--- src/sv/adef_pkg.sv ---
// Shared types and constants for the archive directory endian fixer.
`timescale 1ns / 1ps

package adef_pkg;

    localparam int unsigned ENTRY_SHIFT = 6;

    localparam logic [31:0] HDR_BYTES   = 32'h0000_0010;
    localparam logic [31:0] GROUP_LIMIT = 32'h0004_0000;
    localparam logic [31:0] WORD_STEP   = 32'h0000_0004;
    localparam logic [31:0] GROUP_HDR_BYTES = 32'h0000_0008;

    localparam logic [ENTRY_SHIFT-1:0] WORD_FIELD_MIN = 6'h04;
    localparam logic [ENTRY_SHIFT-1:0] WORD_FIELD_MAX = 6'h0C;
    localparam logic [ENTRY_SHIFT-1:0] LAST_FIELD     = 6'h3C;

    typedef enum logic [1:0] {
        CONV_PASS        = 2'd0,
        CONV_SWAP32      = 2'd1,
        CONV_SWAP16_BOTH = 2'd2,
        CONV_SWAP16_HIGH = 2'd3
    } conv_t;

    typedef enum logic [1:0] {
        PH_GROUP_HDR    = 2'd0,
        PH_GROUP_SECOND = 2'd1,
        PH_ENTRIES      = 2'd2
    } phase_t;

    typedef struct packed {
        logic [31:0] data_word;
        logic        start_of_file;
    } word_item_t;

    typedef struct packed {
        logic [31:0] out_word;
        conv_t       conversion;
        logic        fault;
    } result_item_t;

    typedef struct packed {
        conv_t conversion;
        logic  fault;
    } parse_result_t;

endpackage

--- src/sv/adef_parser.sv ---
// Directory parser: tracks file position and structure, picks each word's conversion.
`timescale 1ns / 1ps

module adef_parser (
    input  logic                   clk,
    input  logic                   rst_n,
    input  logic                   step,
    input  logic [31:0]            data_word,
    input  logic                   start_of_file,
    output adef_pkg::parse_result_t result
);

    logic [31:0]      pos_reg, pos_next;
    logic [31:0]      dir_end_reg, dir_end_next;
    logic [31:0]      group_total_reg, group_total_next;
    logic [31:0]      group_number_reg, group_number_next;
    logic [31:0]      next_start_reg, next_start_next;
    logic [31:0]      group_base_reg, group_base_next;
    logic [31:0]      rec_limit_reg, rec_limit_next;
    adef_pkg::phase_t phase_reg, phase_next;
    logic             active_reg, active_next;
    logic             fault_reg, fault_next;

    logic [31:0]      cur_pos;
    logic [31:0]      cur_dir_end;
    logic [31:0]      cur_group_total;
    logic [31:0]      cur_group_number;
    logic [31:0]      cur_next_start;
    logic [31:0]      cur_group_base;
    logic [31:0]      cur_rec_limit;
    adef_pkg::phase_t cur_phase;
    logic             cur_fault;
    logic             cur_active;

    logic                              in_header;
    logic                              group_hit;
    logic                              hdr_overrun;
    logic [38:0]                       rec_end;
    logic                              bad_group;
    logic                              last_word;
    logic [31:0]                       rel_full;
    logic [adef_pkg::ENTRY_SHIFT-1:0]  rel;
    logic                              group_done;
    logic [31:0]                       group_number_inc;

    // A start mark restarts the parse from the reset values of the state, with the parser made active.
    assign cur_pos          = start_of_file ? 32'h0 : pos_reg;
    assign cur_dir_end      = start_of_file ? 32'h0 : dir_end_reg;
    assign cur_group_total  = start_of_file ? 32'h0 : group_total_reg;
    assign cur_group_number = start_of_file ? 32'h0 : group_number_reg;
    assign cur_next_start   = start_of_file ? adef_pkg::HDR_BYTES : next_start_reg;
    assign cur_group_base   = start_of_file ? 32'h0 : group_base_reg;
    assign cur_rec_limit    = start_of_file ? 32'h0 : rec_limit_reg;
    assign cur_phase        = start_of_file ? adef_pkg::PH_GROUP_HDR : phase_reg;
    assign cur_fault        = start_of_file ? 1'b0 : fault_reg;
    assign cur_active       = start_of_file ? 1'b1 : ((pos_reg == 32'h0) ? 1'b0 : active_reg);

    assign in_header   = (cur_pos[31:4] == 28'h0);
    assign group_hit   = (cur_pos == cur_next_start);
    assign hdr_overrun = ({1'b0, cur_pos} + {1'b0, adef_pkg::GROUP_HDR_BYTES})
                         > {1'b0, cur_dir_end};
    assign rec_end     = {7'h0, cur_pos} + {7'h0, adef_pkg::GROUP_HDR_BYTES}
                         + ({7'h0, data_word} << adef_pkg::ENTRY_SHIFT);
    assign bad_group   = (data_word > adef_pkg::GROUP_LIMIT)
                         || (rec_end > {7'h0, cur_dir_end});
    assign last_word   = ((cur_pos + adef_pkg::WORD_STEP) == cur_rec_limit);
    assign rel_full    = cur_pos - cur_group_base - adef_pkg::GROUP_HDR_BYTES;
    assign rel         = rel_full[adef_pkg::ENTRY_SHIFT-1:0];
    assign group_number_inc = cur_group_number + 32'h1;

    always_comb
    begin
        pos_next          = cur_pos + adef_pkg::WORD_STEP;
        dir_end_next      = cur_dir_end;
        group_total_next  = cur_group_total;
        group_number_next = cur_group_number;
        next_start_next   = cur_next_start;
        group_base_next   = cur_group_base;
        rec_limit_next    = cur_rec_limit;
        phase_next        = cur_phase;
        active_next       = cur_active;
        fault_next        = cur_fault;
        group_done        = 1'b0;

        if (cur_active)
        begin
            if (in_header)
            begin
                if (cur_pos == 32'h0)
                begin
                    dir_end_next = data_word + adef_pkg::HDR_BYTES;
                end
                else if (cur_pos == 32'h8)
                begin
                    group_total_next = data_word;
                end
            end
            else
            begin
                unique case (cur_phase)
                    adef_pkg::PH_GROUP_HDR:
                    begin
                        if (group_hit)
                        begin
                            if (hdr_overrun)
                            begin
                                active_next = 1'b0;
                            end
                            else
                            begin
                                group_base_next = cur_pos;
                                rec_limit_next  = rec_end[31:0];
                                phase_next      = adef_pkg::PH_GROUP_SECOND;
                                if (bad_group)
                                begin
                                    fault_next = 1'b1;
                                end
                            end
                        end
                    end
                    adef_pkg::PH_GROUP_SECOND:
                    begin
                        if (cur_fault)
                        begin
                            active_next = 1'b0;
                        end
                        else
                        begin
                            phase_next = adef_pkg::PH_ENTRIES;
                            group_done = last_word;
                        end
                    end
                    adef_pkg::PH_ENTRIES:
                    begin
                        group_done = last_word;
                    end
                    default:
                    begin
                    end
                endcase
            end

            if (group_done)
            begin
                group_number_next = group_number_inc;
                next_start_next   = cur_rec_limit;
                phase_next        = adef_pkg::PH_GROUP_HDR;
                if ((group_number_inc >= cur_group_total) || (cur_rec_limit >= cur_dir_end))
                begin
                    active_next = 1'b0;
                end
            end
        end
    end

    always_comb
    begin
        result.conversion = adef_pkg::CONV_PASS;
        result.fault      = fault_next;
        if (cur_active)
        begin
            if (in_header)
            begin
                result.conversion = adef_pkg::CONV_SWAP32;
            end
            else
            begin
                unique case (cur_phase)
                    adef_pkg::PH_GROUP_HDR:
                    begin
                        if (group_hit && !hdr_overrun)
                        begin
                            result.conversion = adef_pkg::CONV_SWAP32;
                        end
                    end
                    adef_pkg::PH_GROUP_SECOND:
                    begin
                        result.conversion = adef_pkg::CONV_SWAP32;
                    end
                    adef_pkg::PH_ENTRIES:
                    begin
                        if ((rel >= adef_pkg::WORD_FIELD_MIN) && (rel <= adef_pkg::WORD_FIELD_MAX))
                        begin
                            result.conversion = adef_pkg::CONV_SWAP32;
                        end
                        else if (rel == adef_pkg::LAST_FIELD)
                        begin
                            result.conversion = adef_pkg::CONV_SWAP16_HIGH;
                        end
                        else
                        begin
                            result.conversion = adef_pkg::CONV_SWAP16_BOTH;
                        end
                    end
                    default:
                    begin
                        result.conversion = adef_pkg::CONV_PASS;
                    end
                endcase
            end
        end
    end

    always_ff @(posedge clk or negedge rst_n)
    begin
        if (!rst_n)
        begin
            pos_reg          <= 32'h0;
            dir_end_reg      <= 32'h0;
            group_total_reg  <= 32'h0;
            group_number_reg <= 32'h0;
            next_start_reg   <= adef_pkg::HDR_BYTES;
            group_base_reg   <= 32'h0;
            rec_limit_reg    <= 32'h0;
            phase_reg        <= adef_pkg::PH_GROUP_HDR;
            active_reg       <= 1'b0;
            fault_reg        <= 1'b0;
        end
        else if (step)
        begin
            pos_reg          <= pos_next;
            dir_end_reg      <= dir_end_next;
            group_total_reg  <= group_total_next;
            group_number_reg <= group_number_next;
            next_start_reg   <= next_start_next;
            group_base_reg   <= group_base_next;
            rec_limit_reg    <= rec_limit_next;
            phase_reg        <= phase_next;
            active_reg       <= active_next;
            fault_reg        <= fault_next;
        end
    end

endmodule

--- src/sv/adef_swap.sv ---
// Byte swapper that applies the selected conversion to one word.
`timescale 1ns / 1ps

module adef_swap (
    input  logic [31:0]     data_word,
    input  adef_pkg::conv_t conversion,
    output logic [31:0]     out_word
);

    always_comb
    begin
        unique case (conversion)
            adef_pkg::CONV_PASS:
                out_word = data_word;
            adef_pkg::CONV_SWAP32:
                out_word = {data_word[7:0], data_word[15:8], data_word[23:16], data_word[31:24]};
            adef_pkg::CONV_SWAP16_BOTH:
                out_word = {data_word[23:16], data_word[31:24], data_word[7:0], data_word[15:8]};
            adef_pkg::CONV_SWAP16_HIGH:
                out_word = {data_word[23:16], data_word[31:24], data_word[15:0]};
            default:
                out_word = data_word;
        endcase
    end

endmodule

--- src/sv/archive_directory_endian_fixer_core.sv ---
// Top level of the archive directory endian fixer: input register, parser, swapper, result register.
`timescale 1ns / 1ps

// The block takes a sound-archive file as 4-byte words in file order on the word
// channel and returns each word, byte order corrected, on the result channel.
// A word transfer carries data_word and start_of_file; start_of_file marks file
// offset zero and restarts the parse. Each word gives exactly one result, which
// carries the converted word, the conversion applied and the fault flag.
// A transferred word lands in the input register; the parser and swapper, which
// are plain combinational logic, fill the result register when it can advance.
// Throughput is one word per cycle while the receiver does not stall, set by the
// single parser state update per word, and one further word can be taken while
// a result waits to be taken. When the receiver stalls, the result register
// holds its payload and the input register holds the next word; word_stall rises
// only when both are full. Reset empties both registers and returns the parser
// to its idle state, in which words pass unchanged until a start of file is seen.

module archive_directory_endian_fixer_core (
    input  logic                   clk,
    input  logic                   rst_n,
    input  logic                   word_valid,
    output logic                   word_stall,
    input  adef_pkg::word_item_t   word_item,
    output logic                   result_valid,
    input  logic                   result_stall,
    output adef_pkg::result_item_t result_item
);

    logic                   s1_valid_reg;
    adef_pkg::word_item_t   s1_item_reg;
    logic                   s2_valid_reg;
    adef_pkg::result_item_t s2_item_reg;

    logic                    advance;
    logic                    load_s1;
    adef_pkg::parse_result_t parse_result;
    logic [31:0]             swapped;
    adef_pkg::result_item_t  result_next;

    assign advance    = !s2_valid_reg || !result_stall;
    assign word_stall = s1_valid_reg && !advance;
    assign load_s1    = !s1_valid_reg || advance;

    adef_parser u_parser (
        .clk           (clk),
        .rst_n         (rst_n),
        .step          (s1_valid_reg && advance),
        .data_word     (s1_item_reg.data_word),
        .start_of_file (s1_item_reg.start_of_file),
        .result        (parse_result)
    );

    adef_swap u_swap (
        .data_word  (s1_item_reg.data_word),
        .conversion (parse_result.conversion),
        .out_word   (swapped)
    );

    always_comb
    begin
        result_next.out_word   = swapped;
        result_next.conversion = parse_result.conversion;
        result_next.fault      = parse_result.fault;
    end

    always_ff @(posedge clk or negedge rst_n)
    begin
        if (!rst_n)
        begin
            s1_valid_reg <= 1'b0;
            s2_valid_reg <= 1'b0;
        end
        else
        begin
            if (load_s1)
            begin
                s1_valid_reg <= word_valid;
            end
            if (advance)
            begin
                s2_valid_reg <= s1_valid_reg;
            end
        end
    end

    always_ff @(posedge clk)
    begin
        if (load_s1 && word_valid)
        begin
            s1_item_reg <= word_item;
        end
        if (advance && s1_valid_reg)
        begin
            s2_item_reg <= result_next;
        end
    end

    assign result_valid = s2_valid_reg;
    assign result_item  = s2_item_reg;

endmodule

--- config.mk ---
export PLATFORM = sky130hd
export DESIGN_NAME = archive_directory_endian_fixer_core
export DESIGN_NICKNAME = d
export VERILOG_FILES = /design/src/sv/adef_pkg.sv /design/src/sv/adef_parser.sv /design/src/sv/adef_swap.sv /design/src/sv/archive_directory_endian_fixer_core.sv
export SDC_FILE = /design/constraint.sdc
export NUM_CORES = 1
export LEC_CHECK = 0
export BUFFER_PORTS_ARGS = -buffer_cell sky130_fd_sc_hd__buf_2
export CAP_MARGIN = 20
export CORE_MARGIN = 1
export CORE_UTILIZATION = 35
export DETAILED_ROUTE_END_ITERATION = 8
export PLACE_DENSITY_LB_ADDON = 0.2
export SLEW_MARGIN = 20
export SYNTH_ARGS = -nofsm -noshare
export SYNTH_HDL_FRONTEND = slang
export SYNTH_HIERARCHICAL = 1
export SYNTH_SLANG_ARGS = --single-unit
export TNS_END_PERCENT = 30
--- constraint.sdc ---
create_clock -name clk -period 10.7 [get_ports clk]
set_clock_uncertainty 0.1 [all_clocks]
set_input_delay 3.21 -clock clk [delete_from_list [all_inputs] [get_ports clk]]
set_output_delay 3.21 -clock clk [all_outputs]
set_load 0.01 [all_outputs]
# Word level (Yosys, flattened, before mapping)
# Index checks and enable logic that the tools add are counted.
# op_classes
order_cmp	7
addsub	8
n_eq_ne	9
muxes	64
n_reduce_logical	19
# ops
cell	count
two-way mux 32 bit	28
one-hot mux 32 bit (4 select lines)	1
adder 32 x 4 -> 33 bit, second input constant	2
equality test 32 bit	2
greater-or-equal comparator 32 bit	2
zero test 32 bit	2
adder 39 x 38 -> 39 bit	1
> comparator 39 x 32 -> 1 bit	1
> comparator 33 x 32 -> 1 bit	1
adder 32 x 1 -> 32 bit, second input constant	1
adder 32 x 3 -> 32 bit, second input constant	1
adder 32 x 5 -> 32 bit, second input constant	1
equality test 32 x 4 -> 1 bit, second input constant	1
> comparator 32 x 19 -> 1 bit, second input constant	1
zero test 28 bit	1
two-way mux 1 bit	21
two-way mux 2 bit	10
equality test 2 bit, second input constant	3
equality test 6 bit, second input constant	1
greater-or-equal comparator 6 x 3 -> 1 bit, second input constant	1
less-or-equal comparator 6 x 4 -> 1 bit, second input constant	1
one-hot mux 2 bit (3 select lines)	1
subtractor 6 x 4 -> 6 bit, second input constant	1
subtractor 6 bit	1
other kinds (7)	21
# totals
wordCells	124
register_bits	298
in_bits	37

# Depth between registers and ports, before layout
# Gate-level depths: netlist (run 1).
# logic_depth
ltp_word	11
depth_mapped	29
ltp_nobuf	22

# Cells and area by module
# Netlist (run 1), hierarchy kept.
# modules_own_cells
mod	area_each_um2	n_inst	cells_each	seq_area_each_um2
adef_parser	16863.7	1	1929	5056.1
archive_directory_endian_fixer_core	2134.5	1	76	2092.0
adef_swap	899.6	1	107	0.0

# Worst setup path before layout (run 1)
# Ideal clock, no wire load.
# synth_path
kind	input to register
startpoint	input port result_stall
endpoint	register u_parser.rec_limit_reg[12]
stages	6
t_arrival_ps	8251
setup_slack_ps	2231
n_path_buf	1
cell_sequence	a21boi_0 o21ai_1 nor4_1 clkbuf_1 nor2_1 a21o_1
# synth_between
elab_chain_len	3
# synth_lines
item	line_no	source
start, declared	archive_directory_endian_fixer_core.sv:25	input logic result_stall,
zero test 1 bit	archive_directory_endian_fixer_core.sv:40	assign advance = !s2_valid_reg || !result_stall;
logical OR 1 bit	archive_directory_endian_fixer_core.sv:40	
logical AND 1 bit	archive_directory_endian_fixer_core.sv:47	.step (s1_valid_reg && advance),
end signal, assigned	adef_parser.sv:227	rec_limit_reg <= rec_limit_next;
end, declared	adef_parser.sv:19	logic [31:0] rec_limit_reg, rec_limit_next;
# Every way passes these cells.
# A chain may end at the register's enable or synchronous reset.

==> results.yml, run 1 <==
outcome:
  outcome: "finished, final reports clean"
synthesis:
  yosys.area.top_type: "dfrtp_1"
  synth_top_area_share_pct: 25.53
  synth_ff_type: "dfrtp_1"
  netlist_top_cells_area: "dfrtp_1 26%, edfxtp_1 10%, ha_1 10%"
  synth_common_cells: "224 x nand2_1, 203 x dfrtp_1, 162 x ha_1"
  synth_area_um2: 19900
  synthCells: 2112
  yosysSeqAreaShare_pct: 35.92
  avgSynthCellArea_um2: 9.421
  synthArstFlopShare_pct: 75.00
  ys_ff_latch: 272
  yosys.cell_types.count: 92
  syn_nets: 2312
  yosys_warnings: 6
  synth_most_common_cell: "nand2_1"
  synth_edf_count: 68
power_and_ir_drop:
  leakage_nw: 9.608
  power_density_nw_per_um2: 154.4
  power_frac_clock_pct: 35.6
  intPower_mw: 2.255
  seqPwrFrac_pct: 37.0
  p_comb_share_pct: 27.4
  ir_drop_mv: 0.1166
  power.switching_mw: 1.168
  p_total_mw: 3.423
  switching_share_pct: 34.13
placement:
  io_buffers: 73
  place_area_um2: 20990
  routabilityCongestion: 0.9532
  dp_hpwl_mm: 51.66
clock_tree:
  numCtsBuffers: 34
  clock_latency_ns: 0.55
  cts_tree: "built"
  path_clk_slew_ns: 0.06
  cts_hold_buf: 0
  h-tree-depth: 2
  post_cts_buffers: 0
  ctsResizeCount: 0
  clockBufferDepth: 3
  cts_sinks: 272
  clockRootBuffer: "clkbuf_16"
drt:
  vias_per_cell: 5.721
  route.detailed.drc: 0
  routed_wl_mm: 69.83
  drt_iter0_markers: 1245
  avgRoutedWirePerCell_um: 23.93
  vias: 16690
  ant_nets: 0
  first_pass_iters: 5
timing:
  finalCritPeriodShare_pct: 65.02
  rsz0062_at_grt: "no"
  final_hold_viol_count: 0
  fmax_mhz: 143.7
  tightestPinTransition_ns: 1.057
  setup_viol: 0
  finalMaxSlewViolations: 0
  relSlewSlack_pct: 29.03
  timing.hold.ws_ns: 0.3977
  period_needed_ns: 6.957
  tns_ns: 0
die:
  die_height_um: 240.4
  die_area_um2: 57810
  start_util_pct: 35.36
  core_um2: 56280
  fp.dieW_um: 240.4
  rows: 87
  io_pins: 74
worst_setup_path:
  crit_chain: "buf_12 > buf_4 > nor2b_1 > ha_1 > and4b_1 > a2111oi_0 > o32ai_1 > a41oi_1 > a211oi_1 > a21o_1 > a211o_1 > and2_1 > ha_1 > nand4_1 > nor4_1 > and2_1 > nand4_1 > o21ai_0 > and3_1 > o221a_2 > o41a_1 > o2bb2ai_1"
  r2r_setup_slack_ns: 3.74
  cp-start-kind: "flop"
  slowest_stage: "buf_4"
  crit_path_end_kind: "flop"
  critPathTopFamily: "compound AO/OA/AOI/OAI gates"
  cp_max_fo: 96
  required_ns: 10.89
  cp.arrival_ns: 7.15
  critical_path_class: "flop to flop"
  max_stage_delay_ns: 0.70
  worstPathBufferInverterCount: 2
global_routing:
  antenna_found_initial: 0
  grt_start_max_net_pins: 97
  grt_pass1_vias: 16130
  grt_use_total_pct: 24.33
  grt_remaining_overflow: 0
  grt_pass1_wl_mm: 104.4
final_layout:
  largest_register_ffs: 35
  nets: 2337
  drive_gt1_share_pct: 10.73
  area_delta_synth_final_pct: 11.43
  fin_area_um2: 22170
  antenna_cells: 0
job:
  drv_cap: 0
hold_path:
  worst_hold_path_type: "flop to flop"
## power groups by stage
stage	clock network (mW)	logic, mW	registers [mW]
after floorplan	0	0.643	1.23
after global placement	0	0.912	1.28
after detailed placement	0	0.924	1.28
after CTS	1.24	0.929	1.26
after global routing	1.29	1.02	1.28
final	1.22	0.938	1.27
## per-layer routing
metal	global-route usage [%]	routed length (um)
met5	0	0
met4	8.377	2216
met3	3.387	3995
met2	38.77	31880
met1	33.55	31740
## final timing paths
path,startpoint,endpoint,cells past startpoint
setup / recovery,s1_item_reg[0]$_DFFE_PP_,result_item[0]$_DFFE_PP_,22
hold / removal,u_parser/group_base_reg[0]$_DFFE_PN0P_,u_parser/group_base_reg[0]$_DFFE_PN0P_,1
setup reg to reg,s1_item_reg[0]$_DFFE_PP_,result_item[0]$_DFFE_PP_,22
hold reg to reg,u_parser/group_base_reg[0]$_DFFE_PN0P_,u_parser/group_base_reg[0]$_DFFE_PN0P_,1
max in group asynchronous,rst_n,u_parser/group_total_reg[11]$_DFFE_PN0P_,2
min in group asynchronous,rst_n,u_parser/group_base_reg[1]$_DFFE_PN0P_,1
## kinds of logic (layout without fill, tap and decap cells)
logic type	Yosys count	count (layout)	synth area share, %
AOI/OAI and AO/OA	496	496	18.01
xor gates and xnor gates	187	187	8.231
adders and majority gates	166	166	10.44
buffers and inverters	194	244	4.421
DFF	272	272	35.92
muxes	84	84	4.289
and+or+nand+nor	713	713	18.69
## metrics by stage
step                      cells  setup slack, ns  util (%)
after global placement     2857            3.761     37.30
after CTS                  2918            3.758     39.39
after floorplan            2112            2.231         -
after detailed placement   2857            3.761     37.30
after global routing       2918            3.185     39.40
final                      2918            3.743     39.40
## cell usage in the layout (no fill, tap or decap), types with 34 or more instances in the layout
master,instances
nor3_1,39
buf_2,72
nand4_1,52
nor2b_1,75
inv_1,63
mux2i_1,74
a22o_1,114
a21o_1,53
dfrtp_1,203
nor2_1,104
xor2_1,76
nand2_1,224
nand3_1,58
ha_1,162
clkbuf_16,34
a21oi_1,89
o21ai_0,62
buf_4,44
edfxtp_1,68
xnor2_1,111
## final cells by class
| type | instances | area, um^2 |
|---|---|---|
| fill | 5644 | 34110 |
| multi-input combinational | 1646 | 11930 |
| sequential | 272 | 7148 |
| clock buffer | 49 | 987.2 |
| tap | 756 | 945.9 |
| timing repair buffer | 118 | 725.7 |
| inverter | 65 | 244.0 |
| clock inverter | 12 | 187.7 |
Note: power is estimated with default switching activity, not from simulation.
==> run 2, diff against run 1 <==
Settings changed: ABC_AREA set to 1.
Clock period 10.7 ns to 5.6 ns, I/O delays scaled along.
==> run 2 against run 1 <==
- non-clock buffer count rose by 22
- critical path depth rose by 2
- core utilization is 0.33 points higher
- clock-buffer cell count down 4
- sequential power grew 99%
- highest routed layer is now met5
- flip-flop and latch count did not move
- via count up 42%
==> results.yml, run 2 <==
synthesis:
  yosys.area.top_type: "dfrtp_1"
  synth_ff_type: "dfrtp_1"
  yosys.cell_types.count: 59
  synth_top_area_share_pct: 22.13
  netlist_top_cells_area: "dfrtp_1 22%, nand2_1 17%, edfxtp_1 8.9%"
  yosys_warnings: 6
  synth_common_cells: "1,064 x nand2_1, 454 x inv_1, 403 x nor2_1"
  avgSynthCellArea_um2: 6.546
  synthCells: 3506
  syn_nets: 3706
  ys_ff_latch: 272
  yosysSeqAreaShare_pct: 31.15
  synth_most_common_cell: "nand2_1"
  synth_edf_count: 68
  synth_area_um2: 22950
  synthArstFlopShare_pct: 75.00
worst_setup_path:
  reg2reg_from: "s1_item_reg[0]$_DFFE_PP_"
  r2r_setup_slack_ns: 0.37
  required_ns: 5.94
  cp_max_fo: 34
  startpoint: "s1_item_reg[0]$_DFFE_PP_"
  cp.arrival_ns: 5.57
  cp-start-kind: "flop"
  crit_path_end_kind: "flop"
  critical_path_class: "flop to flop"
final_layout:
  largest_register_ffs: 35
  layout.cells.non_filler: 4451
  fin_area_um2: 25660
  fin_util_pct: 39.73
  final_common_cell: "nand2_1"
  nets: 3769
  antenna_cells: 0
  drive_gt1_share_pct: 6.980
  area_delta_synth_final_pct: 11.79
  fill_cells: 7039
  layout_common_cells: "1,063 x nand2_1, 453 x inv_1, 402 x nor2_1, 290 x nand3_1, 203 x dfrtp_1"
die:
  die_height_um: 258.1
  rows: 93
  io_pins: 74
  start_util_pct: 35.54
  die_area_um2: 66600
  core_um2: 64580
  fp.dieW_um: 258.1
drt:
  ant_nets: 0
  avgRoutedWirePerCell_um: 21.57
  vias_per_cell: 5.326
  drt_iter0_markers: 2460
  vias: 23710
  routed_wl_mm: 95.99
  first_pass_iters: 5
  route.detailed.drc: 0
placement:
  dp_cells: 4386
  io_buffers: 73
  place_area_um2: 24430
  routabilityCongestion: 1.016
  place_ws_ns: 0.4776
  dp_hpwl_mm: 73.52
global_routing:
  grt_pass1_wl_mm: 142.5
  grt_start_max_net_pins: 176
  antenna_found_initial: 1
  grt_use_total_pct: 28.49
  grt_remaining_overflow: 0
  grt_pass1_vias: 22200
timing:
  finalCritPeriodShare_pct: 93.38
  setup_viol: 0
  timing.hold.ws_ns: 0.3766
  fmax_mhz: 191.2
  period_needed_ns: 5.229
  setup_slack_ns: 0.3707
  relSlewSlack_pct: 34.68
  tightestPinTransition_ns: 0.9798
  final_hold_viol_count: 0
  finalMaxSlewViolations: 0
  tns_ns: 0
  rsz0062_at_grt: "no"
clock_tree:
  h-tree-depth: 2
  clockBufferDepth: 3
  path_clk_slew_ns: 0.07
  clockRootBuffer: "clkbuf_16"
  cts_sinks: 272
  cts_hold_buf: 0
  numCtsBuffers: 36
  clock_latency_ns: 0.58
  cts_tree: "built"
job:
  drv_cap: 0
outcome:
  outcome: "finished, final reports clean"
hold_path:
  worst_hold_path_type: "flop to flop"
  worstHoldStart: "u_parser/group_total_reg[11]$_DFFE_PN0P_"
power_and_ir_drop:
  leakage_nw: 12.84
  ir_drop_mv: 0.3711
  power_density_nw_per_um2: 279.1
  p_total_mw: 7.160
run 2: cell count changes in the layout (fill, tap and decap cells not counted), moves of 18 or more:
cell       previous run  this run
nand2_1             224      1063
nor2_1              104       402
a21o_1               53         3
o2bb2ai_1            18         0
xnor2_1             111        15
nand3_1              58       290
o21ai_0              62       197
inv_1                63       453
mux2i_1              74         0
a21oi_1              89       170
a22o_1              114         1
nor2b_1              75         0
and3_1               27         2
run 2: timing repair:
action,CTS,global route
hold endpoints to repair,0,0
gates resized for setup,0,2
setup buffers,0,0
endpoints found under the setup margin,0,1
run 2: worst paths after layout:
path | end | cells after the start
hold / removal | u_parser/group_total_reg[11]$_DFFE_PN0P_ | 2
setup / recovery | result_item[4]$_DFFE_PP_ | 24
setup reg to reg | result_item[4]$_DFFE_PP_ | 24
hold reg to reg | u_parser/group_total_reg[11]$_DFFE_PN0P_ | 2
max in group asynchronous | u_parser/rec_limit_reg[6]$_DFFE_PN0P_ | 2
min in group asynchronous | u_parser/group_total_reg[31]$_DFFE_PN0P_ | 1
run 2: final cells by class:
| class | instances | area, um^2 | area share [%] |
|---|---|---|---|
| multi-input cells | 2649 | 13500 | 52.60 |
| clock inverters | 20 | 260.3 | 1.014 |
| well taps | 855 | 1070 | 4.170 |
| clock buffers | 45 | 954.7 | 3.721 |
| repair buffers | 140 | 948.4 | 3.697 |
| flip-flops and latches | 272 | 7148 | 27.86 |
| inverters | 470 | 1779 | 6.935 |
run 2: critical path, cell delays in order, from the launching register on:
cell and delay [ns]:
edfxtp_1 0.58, inv_4 0.24, buf_6 0.29, nand3_1 0.19, nor2_1 0.24, nand3_1 0.19, nor2_1 0.31, nand2_1 0.17
xor2_1 0.19, ha_1 0.33, nand2_1 0.06, o21a_1 0.19, o311ai_0 0.29, inv_1 0.09, nand3_1 0.13, nand2_1 0.20
nand3_1 0.15, nand2_1 0.06, nand2_1 0.07, o21ai_2 0.20, inv_6 0.25, nand2_2 0.09, nand2_4 0.22, nand2_1 0.10
nand2_1 0.11
run 2: cells by family after synthesis:
group | Yosys count | share of synthesized area [%]
flops | 272 | 31.15
compound gates | 452 | 10.64
buf+inv | 585 | 10.18
fa+ha+maj | 163 | 8.919
xor+xnor | 104 | 3.969
simple gates | 1930 | 35.15
run 2: where the power goes:
part           leakage, nW  switching (mW)  internal (mW)
Combinational         8.88            1.50          0.652
Clock                0.591            1.02           1.45
Sequential            3.37           0.197           2.33
Total                 12.8            2.72           4.44
run 2: layer usage:
metal  global-route usage (%)  vias up  wire length, um
li1                         -    11450                -
met1                    38.01    11180            41700
met2                    46.01      914            43360
met3                    4.250      165             6747
met4                    11.55        2             4163
met5                        0        -               13
